==> src/srmt_recip.sv <==
// Restoring divider: 2^31 / m for a 16-bit magnitude m, one quotient bit a cycle.
// No dependencies.
`default_nettype none
module srmt_recip (
  input  logic        clk,
  input  logic        rst_n,
  input  logic        start,
  input  logic [15:0] divisor,
  output logic        done,
  output logic [31:0] quotient
);
  logic [16:0] rem_r, rem_nxt;
  logic [31:0] q_r, q_nxt;
  logic [5:0]  cnt_r, cnt_nxt;
  logic        busy_r, busy_nxt;
  logic [17:0] trial;
  logic        bit_in;

  // dividend 2^31: only bit 31 set
  assign bit_in = (cnt_r == 6'd31);
  assign trial  = {rem_r, bit_in} - {2'b00, divisor};

  always_comb begin
    rem_nxt  = rem_r;
    q_nxt    = q_r;
    cnt_nxt  = cnt_r;
    busy_nxt = busy_r;
    if (start) begin
      rem_nxt  = '0;
      q_nxt    = '0;
      cnt_nxt  = 6'd31;
      busy_nxt = 1'b1;
    end else if (busy_r) begin
      if (!trial[17]) begin
        rem_nxt = trial[16:0];
        q_nxt   = {q_r[30:0], 1'b1};
      end else begin
        rem_nxt = {rem_r[15:0], bit_in};
        q_nxt   = {q_r[30:0], 1'b0};
      end
      cnt_nxt = cnt_r - 6'd1;
      if (cnt_r == 6'd0) busy_nxt = 1'b0;
    end
  end

  always_ff @(posedge clk) begin
    if (!rst_n) begin
      busy_r <= 1'b0;
      cnt_r  <= '0;
    end else begin
      busy_r <= busy_nxt;
      cnt_r  <= cnt_nxt;
    end
    rem_r <= rem_nxt;
    q_r   <= q_nxt;
  end

  assign done     = busy_r && (cnt_r == 6'd0);
  assign quotient = q_nxt;
endmodule
`default_nettype wire

==> config.mk <==
export PLATFORM = sky130hd
export DESIGN_NAME = srmt_recip
export DESIGN_NICKNAME = d
export VERILOG_FILES = /design/src/srmt_recip.sv
export SDC_FILE = /design/constraint.sdc
export NUM_CORES = 1
export LEC_CHECK = 0
export BUFFER_PORTS_ARGS = -buffer_cell sky130_fd_sc_hd__buf_4
export CORE_ASPECT_RATIO = 0.7
export CORE_MARGIN = 3
export CORE_UTILIZATION = 25
export CTS_CLUSTER_SIZE = 16
export DETAILED_ROUTE_END_ITERATION = 6
export HOLD_SLACK_MARGIN = 0.03
export MAX_ROUTING_LAYER = met4
export PLACE_DENSITY_LB_ADDON = 0.3
export SLEW_MARGIN = 20
export SYNTH_ARGS = -nofsm -noshare
export SYNTH_HDL_FRONTEND = slang
export SYNTH_SLANG_ARGS = --single-unit
==> constraint.sdc <==
create_clock -name clk -period 3.5 [get_ports clk]
set_clock_uncertainty 0.1 [all_clocks]
set_input_delay 0.35 -clock clk [delete_from_list [all_inputs] [get_ports clk]]
set_output_delay 0.35 -clock clk [all_outputs]
set_load 0.05 [all_outputs]
==> results.toml, run 1 <==
[worst_setup_path]
crit_type = "reg -> reg"
worstRegToRegCells = 12
crit_fanout = 4
cp.required_ps = 3630
critPathLaunchType = "flip-flop"
critPathArrivalTime_ps = 3370
endpoint_kind = "flip-flop"

[synthesis]
synth_area_um2 = 3160
synth_cells = 354
yosysSeqAreaShare = 0.355
syn_avg_cell_area_um2 = 8.92
synth-async-reset-ratio = 0
synth_edf_count = 0
synth-main-ff-cell = "dfxtp_1"
synth-warning-count = 0
ys_ff_latch = 56
post_synth_num_cell_types = 55
synth.net_count = 392

[clock_tree]
cts_resized = 0
post_cts_buffers = 0
root_buffer = "clkbuf_16"
ctsHoldBuffers = 0
cts_max_level = 2
cts_tree = "built"
cts_buffer_depth = 2
clk_pin_slew_ps = 80
cts.sinks = 56
cts_buffers = 5
clkLatencyLatePin_ps = 290

[drt]
wl_um = 7330
via_per_inst = 4.66
dr.pass1.iters = 4
drtIter0Drc = 186
ant_nets = 0
vias = 2589
drc = 0
wl_per_cell_um = 13.2

[timing]
final-hold-violation-count = 0
rsz0062_at_grt = "no"
period_share = 0.926
worst_pin_slew_ps = 637
setup_viol = 0
report.final.slew_viol_count = 0
timing.final.ws_setup_ps = 260
max_freq_mhz = 309
tns_ps = 0
slew_headroom = 0.576
timing.final.crit_period_ps = 3240

[floorplan]
rows = 33
dieWidth_um = 140
core_um2 = 12000
die_y_um = 100
die-area_um2 = 14000
ioPinCount = 52
start_util = 0.263

[placement]
globalplace.congestion = 0.814
port-buffer-count = 51
dpl.hpwl_um = 5410
place_ws_ps = 250

[layout]
finalNetCount = 435
drive_above_1_share = 0.188
diodes = 0
fillers = 1267
final_util = 0.318
areaGrowthSynthToFinish_pct = 21.1

[flow_run]
maxCapViolCount = 0

[power]
clock_power_share = 0.318
seq_power_share = 0.435
finalPower_w = 0.00160
internal_power_w = 0.00111
p_comb_frac = 0.247
leakage_nw = 1.72
power.density_nw_per_um2 = 418
switching_share = 0.305
p_sw_w = 0.000487
vdd_drop_max_v = 0.000153

[global_route]
antenna_found_initial = 0
grt_usage = 0.111
grt_pass1_vias = 2526
grt_max_degree = 52
overflow = 0
grtUsageMet3 = 0.0195
met1_usage = 0.160
grt.busiest_layer = "met2"
grt_pass1_wl_um = 12600
use_met2 = 0.163

[hold_path]
hold_depth = 2
holdCritPathClass = "in -> reg"

[outcome]
status = "finished clean"
[through the flow]
step / instance area (um^2) / instances / hold WS, ps
6_report: 3820 / 555 / 250
5_1_grt: 3820 / 555 / 236
4_1_cts: 3820 / 555 / 244
3_5_place_dp: 3680 / 547 / 391
3_3_place_gp: 3680 / 547 / 386
2_1_floorplan: 3160 / 354 / 368
[placed cells by master, fill, tap and decap left out, drive strengths merged, types with 3 or more instances in the layout]
| cell | instances |
|---|---|
| nand2 | 15 |
| inv | 28 |
| and3 | 5 |
| clkbuf | 5 |
| a21boi | 6 |
| nor3 | 4 |
| mux2i | 39 |
| a21o | 10 |
| o21a | 4 |
| o21ai | 8 |
| a211oi | 10 |
| nand4 | 4 |
| nor2 | 53 |
| nor4 | 3 |
| nor2b | 3 |
| a21oi | 13 |
| xnor2 | 13 |
| nand3 | 3 |
| xor2 | 3 |
| nand3b | 4 |
| or3 | 3 |
| buf | 54 |
| dfxtp | 56 |
| ha | 18 |
[critical path, stage by stage (launching register included)]
cell and delay [ps]:
dfxtp_1 350, ha_1 210, nand4_1 110, ha_1 180
inv_1 60, fa_1 390, a21o_1 210, a221oi_4 320
o2111a_2 250, nor2_2 50, a221o_1 380, or4b_1 470
nand4_1 100
[cell usage after synthesis, types with 3 or more instances]
library cell | count | share of area
and3_1 | 4 | 0.0079
nor3_1 | 4 | 0.0063
a21o_1 | 8 | 0.019
nor4_1 | 3 | 0.0059
xnor2_1 | 13 | 0.036
o21a_1 | 4 | 0.0095
nor2b_1 | 3 | 0.0059
or3_1 | 3 | 0.0059
a211oi_1 | 10 | 0.024
a21boi_0 | 6 | 0.014
o21ai_0 | 8 | 0.013
nand3_1 | 3 | 0.0048
a21oi_1 | 12 | 0.019
nor2_1 | 52 | 0.062
nand3b_1 | 4 | 0.0095
clkbuf_1 | 9 | 0.011
mux2i_1 | 39 | 0.12
nand2_1 | 15 | 0.018
buf_1 | 5 | 0.0059
nand4_1 | 4 | 0.0079
inv_1 | 27 | 0.032
dfxtp_1 | 56 | 0.35
ha_1 | 18 | 0.071
xor2_1 | 3 | 0.0083
[area by class of cell]
cell class / instances / area [um^2] / share of cell area
clock buffer: 5 / 125 / 0.0327
clock inverter: 3 / 22.5 / 0.00589
timing repair buffer: 54 / 405 / 0.106
sequential: 56 / 1120 / 0.293
inverter: 27 / 101 / 0.0265
multi-input combinational: 253 / 1850 / 0.484
tap: 157 / 196 / 0.0514
[routing by layer]
layer	up-vias	routed length (um)
met5	-	0
met2	33	3130
met4	0	40
met3	2	218
met1	1215	3950
li1	1339	-
[sequential cells by signal (all words and copies together), names as in the netlist]
register,flops
cnt_r,6
q_r,32
busy_r,1
rem_r,17
[power groups by stage]
stage | clock network [W] | logic [W] | registers, W
2_1_floorplan | 0 | 0.000327 | 0.000694
3_3_place_gp | 0 | 0.000392 | 0.000709
3_5_place_dp | 0 | 0.000393 | 0.000710
4_1_cts | 0.000532 | 0.000396 | 0.000695
5_1_grt | 0.000559 | 0.000442 | 0.000701
6_report | 0.000508 | 0.000395 | 0.000695
[path summary, 6_finish.rpt]
path,startpoint,end,slack [ps]
worst min-delay path,rst_n,cnt_r[5],250
worst max register to register,cnt_r[0],rem_r[16],260
worst min register to register,rem_r[11],rem_r[11],400
worst max-delay path,cnt_r[0],rem_r[16],260
[cells by family (layout without fill, tap and decap cells)]
| family | count (synthesis) | in the layout | share of synthesized area |
|---|---|---|---|
| simple gates | 102 | 102 | 0.150 |
| compound gates | 75 | 75 | 0.183 |
| flops | 56 | 56 | 0.355 |
| buf+inv | 45 | 89 | 0.0590 |
| mux | 41 | 41 | 0.131 |
| fa+ha+maj | 19 | 19 | 0.0776 |
| xor+xnor | 16 | 16 | 0.0444 |
Note: power is estimated with default switching activity, not from simulation.
==> inputs of run 2 (changes only) <==
--- a/config.mk
+++ b/config.mk
@@ -12,7 +12,6 @@
 export CTS_CLUSTER_SIZE = 16
 export DETAILED_ROUTE_END_ITERATION = 6
 export HOLD_SLACK_MARGIN = 0.03
-export MAX_ROUTING_LAYER = met4
 export PLACE_DENSITY_LB_ADDON = 0.3
 export SLEW_MARGIN = 20
 export SYNTH_ARGS = -nofsm -noshare
==> run 2 against run 1 <==
Net effect: non-clock buffer count unchanged; cell count unchanged; setup slack worse by 1.2 ps; fmax about the same; wire length up 0.29%; cell area unchanged; largest power group unchanged; highest routed layer unchanged.
==> results.toml, run 2 (synthesis gave the netlist of run 1 again) <==
[flow_run]
maxCapViolCount = 0

[worst_setup_path]
slowest_stage = "or4b_1"
crit_chain = "ha_1 -> nand4_1 -> ha_1 -> inv_1 -> fa_1 -> a21o_1 -> a221oi_4 -> o2111a_2 -> nor2_2 -> a221o_1 -> or4b_1 -> nand4_1"
critPathLaunchType = "flip-flop"
cp.depth = 12
cp.required_ps = 3630
crit_start = "cnt_r[0]"
worstRegToRegCells = 12
cp_slowest_stage_delay_ps = 470
critPathTopFamily = "compound AO/OA/AOI/OAI gates"
crit_type = "reg -> reg"
crit_buf_inv = 1
crit-reg2reg-launch = "cnt_r[0]"
critPathArrivalTime_ps = 3370
crit_fanout = 4
endpoint_kind = "flip-flop"

[power]
leakage_nw = 1.72
p_comb_frac = 0.247
clock_power_share = 0.318
seq_power_share = 0.435
p_sw_w = 0.000489
switching_share = 0.306
internal_power_w = 0.00111
power.density_nw_per_um2 = 418
vdd_drop_max_v = 0.000153

[layout]
finalNetCount = 435
top_regs = "q_r x32, rem_r x17, cnt_r x6"
fillers = 1267
final_cell_mix = "55 x dfxtp_1, 54 x buf_4, 52 x nor2_1, 39 x mux2i_1, 27 x inv_1"
largest_register_ffs = 32
final_cells = 555
areaGrowthSynthToFinish_pct = 21.1
post-route-cell-area_um2 = 3820
diodes = 0
final_common_cell = "dfxtp_1"
max_flop_register = "q_r"
drive_above_1_share = 0.188

[global_route]
antenna_found_initial = 0
overflow = 0
grt_usage = 0.108
grt_pass1_vias = 2523
grt_max_degree = 52
grt_pass1_wl_um = 12600

[clock_tree]
cts_resized = 0
clkLatencyLatePin_ps = 290
cts_max_level = 2
cts_buffers = 5
cts_buffer_depth = 2
clk_pin_slew_ps = 80
cts.sinks = 56
root_buffer = "clkbuf_16"
post_cts_buffers = 0
cts_tree = "built"
ctsHoldBuffers = 0

[placement]
port-buffer-count = 51
place_area_um2 = 3680
placedCellCount = 547
dpl.hpwl_um = 5410
globalplace.congestion = 0.802

[drt]
ant_nets = 0
wl_per_cell_um = 13.3
via_per_inst = 4.68
drc = 0
drtIter0Drc = 193
dr.pass1.iters = 4
wl_um = 7350
vias = 2597

[floorplan]
die-area_um2 = 14000
core_um2 = 12000
rows = 33
dieWidth_um = 140
start_util = 0.263
die_y_um = 100
ioPinCount = 52

[hold_path]
holdCritStartpoint = "rst_n"
hold_depth = 2
holdCritPathClass = "in -> reg"

[timing]
timing.final.crit_period_ps = 3240
worst_pin_slew_ps = 638
final-hold-violation-count = 0
period_share = 0.926
report.final.slew_viol_count = 0
slew_headroom = 0.575
rsz0062_at_grt = "no"
setup_viol = 0
max_freq_mhz = 309
tns_ps = 0

[outcome]
status = "finished clean"
-- run 2: worst reg2reg max path, cell delays in order, from the launching register on --
cell      delay, ps
dfxtp_1         350
ha_1            210
nand4_1         110
ha_1            180
inv_1            60
fa_1            390
a21o_1          210
a221oi_4        320
o2111a_2        250
nor2_2           50
a221o_1         380
or4b_1          470
nand4_1         100
-- run 2: final timing paths --
path / slack, ps / to
worst min-delay path: 250 / cnt_r[5]
worst max-delay path: 260 / rem_r[16]
worst max register to register: 260 / rem_r[16]
worst min register to register: 400 / rem_r[11]
-- run 2: stage by stage --
step / hold slack [ps] / worst slack [ps] / utilization / power, W
floorplan: 368 / 374 / - / 0.00102
global placement: 386 / 352 / 0.306 / 0.00110
detailed placement: 391 / 250 / 0.306 / 0.00110
CTS: 244 / 233 / 0.318 / 0.00162
global route: 236 / 57.8 / 0.318 / 0.00170
finish: 251 / 259 / 0.318 / 0.00160
-- run 2: power by group through the flow --
stage	logic, W	clock network, W	registers, W
after floorplan	0.000327	0	0.000694
after global placement	0.000392	0	0.000709
after detailed placement	0.000393	0	0.000710
after CTS	0.000396	0.000532	0.000695
after global routing	0.000442	0.000558	0.000701
final	0.000396	0.000509	0.000695
-- run 2: area by class of cell --
class	instances	area, um^2	share of cell area
Clock buffer	5	125	0.0327
Clock inverter	3	22.5	0.00589
Inverter	27	101	0.0265
Multi-Input combinational cell	253	1850	0.484
Sequential cell	56	1120	0.293
Tap cell	157	196	0.0514
Timing Repair Buffer	54	405	0.106
-- run 2: layer usage --
metal	vias to the layer above	routed length, um	part of all wire	global-route usage
met4	0	45	0.0061	0.0223
met1	1217	3940	0.54	0.159
met2	39	3140	0.43	0.163
met3	2	229	0.031	0.0205
li1	1339	-	-	-
met5	-	0	0	0
==> inputs of run 3 (changes only) <==
--- a/config.mk
+++ b/config.mk
@@ -7,7 +7,7 @@
 export LEC_CHECK = 0
 export BUFFER_PORTS_ARGS = -buffer_cell sky130_fd_sc_hd__buf_4
 export CORE_ASPECT_RATIO = 0.7
-export CORE_MARGIN = 3
+export CORE_MARGIN = 4
 export CORE_UTILIZATION = 25
 export CTS_CLUSTER_SIZE = 16
 export DETAILED_ROUTE_END_ITERATION = 6
@@ -17,3 +17,4 @@
 export SYNTH_ARGS = -nofsm -noshare
 export SYNTH_HDL_FRONTEND = slang
 export SYNTH_SLANG_ARGS = --single-unit
+export TNS_END_PERCENT = 20
==> run 3 against run 2 <==
Net effect: core utilization fell by 0.63 points; fmax up 0.11%; critical path depth unchanged; die area rose by 3.5%; via count grew 0.62%; non-clock buffer count increased by 2; wire length increased by 1.7%; combinational power grew 3%; sequential power decreased by 0.6%; largest cell class unchanged.
==> results.toml, run 3 (synthesis gave the netlist of run 1 again) <==
[timing]
period_share = 0.925
final-hold-violation-count = 0
slew_headroom = 0.625
timing.final.ws_setup_ps = 263
setup_viol = 0
report.final.slew_viol_count = 0
tns_ps = 0
rsz0062_at_grt = "no"
timing.final.crit_period_ps = 3240
max_freq_mhz = 309
worst_pin_slew_ps = 562

[layout]
top_regs = "q_r x32, rem_r x17, cnt_r x6"
fillers = 1317
areaGrowthSynthToFinish_pct = 22.3
finalNetCount = 437
diodes = 0
drive_above_1_share = 0.190
final_util = 0.312
final_cells = 562
final_cell_mix = "56 x buf_4, 55 x dfxtp_1, 52 x nor2_1, 39 x mux2i_1, 27 x inv_1"
max_flop_register = "q_r"
final_common_cell = "buf_4"
largest_register_ffs = 32

[drt]
ant_nets = 0
wl_per_cell_um = 13.3
drc = 0
dr.pass1.iters = 4
vias = 2613
drtIter0Drc = 148
wl_um = 7480
via_per_inst = 4.65

[power]
vdd_drop_max_v = 0.000179
p_comb_frac = 0.244
seq_power_share = 0.415
switching_share = 0.289
leakage_nw = 1.73
clock_power_share = 0.341
p_sw_w = 0.000482
internal_power_w = 0.00118
power.density_nw_per_um2 = 431

[worst_setup_path]
crit_start = "cnt_r[0]"
r2r_setup_slack_ps = 260
r2r_end = "rem_r[16]"
cp.required_ps = 3640
endpoint_kind = "flip-flop"
critPathArrivalTime_ps = 3380
crit-reg2reg-launch = "cnt_r[0]"
crit_end = "rem_r[16]"
crit_type = "reg -> reg"
worstRegToRegCells = 12
critPathLaunchType = "flip-flop"
crit_fanout = 4

[placement]
globalplace.congestion = 0.800
port-buffer-count = 51
dpl.hpwl_um = 5400
placedCellCount = 554
place_ws_ps = 282

[clock_tree]
clk_pin_slew_ps = 80
clkLatencyLatePin_ps = 300
root_buffer = "clkbuf_16"
ctsHoldBuffers = 0
cts.sinks = 56
post_cts_buffers = 0
cts_max_level = 2
cts_resized = 0
cts_buffers = 5
cts_buffer_depth = 2
cts_tree = "built"

[outcome]
status = "finished clean"

[floorplan]
die_y_um = 102
start_util = 0.255
rows = 34
ioPinCount = 52
die-area_um2 = 14500
dieWidth_um = 142
core_um2 = 12400

[global_route]
overflow = 0
grt_pass1_wl_um = 12200
antenna_found_initial = 0
grt_usage = 0.104
grt_pass1_vias = 2453
grt_max_degree = 52

[flow_run]
maxCapViolCount = 0

[hold_path]
holdCritPathClass = "in -> reg"
-- run 3: cell count changes in the layout (fill, tap and decap cells not counted), sizes merged --
cell,previous run,this run
buf,54,56
bufinv,0,1
clkbuf,5,6
clkinv,2,1
inv,28,27
-- run 3: critical path, cell delays in order (launching register included) --
cell      delay (ps)
dfxtp_1          350
ha_1             200
nand4_1          110
ha_1             180
inv_1             50
fa_1             390
a21o_1           210
a221oi_4         340
o2111a_2         250
nor2_2            50
a221o_1          380
or4b_1           480
nand4_1          100
-- run 3: per-stage QoR --
| stage | power (W) | cell area [um^2] | hold WS [ps] |
|---|---|---|---|
| 2_1_floorplan | 0.00102 | 3160 | 368 |
| 6_report | 0.00167 | 3860 | 244 |
| 3_3_place_gp | 0.00111 | 3700 | 393 |
| 4_1_cts | 0.00169 | 3860 | 232 |
| 5_1_grt | 0.00176 | 3860 | 243 |
| 3_5_place_dp | 0.00111 | 3700 | 400 |
-- run 3: per-layer routing --
| layer | share of wire | vias up | global-route usage |
|---|---|---|---|
| met3 | 0.033 | 5 | 0.0220 |
| met1 | 0.55 | 1219 | 0.156 |
| met2 | 0.41 | 46 | 0.150 |
| met5 | 0 | - | 0 |
| li1 | - | 1343 | - |
| met4 | 0.010 | 0 | 0.0307 |
-- run 3: final cells by class --
class                   instances  area (um^2)  share of cell area
inverters                      27          101              0.0262
repair buffers                 56          420               0.109
well taps                     162          203              0.0525
clock buffers                   6          129              0.0334
flip-flops and latches         56         1120               0.291
clock inverters                 2         35.0             0.00907
multi-input cells             253         1850               0.479
-- run 3: worst min path at each step --
stage	start	to	slack (ps)	cells past startpoint
2_1_floorplan	rem_r[11]	rem_r[11]	370	2
3_3_place_gp	rem_r[9]	rem_r[9]	390	2
3_5_place_dp	rem_r[9]	rem_r[9]	400	2
4_1_cts	rst_n	cnt_r[5]	230	2
5_1_grt	rst_n	cnt_r[4]	240	2
6_report	rst_n	cnt_r[5]	240	2
-- run 3: power groups by stage --
stage / registers (W) / clock network (W) / logic, W
after global routing: 0.000695 / 0.000612 / 0.000455
after CTS: 0.000690 / 0.000597 / 0.000407
after global placement: 0.000705 / 0 / 0.000401
final: 0.000691 / 0.000568 / 0.000407
after floorplan: 0.000694 / 0 / 0.000327
after detailed placement: 0.000705 / 0 / 0.000404
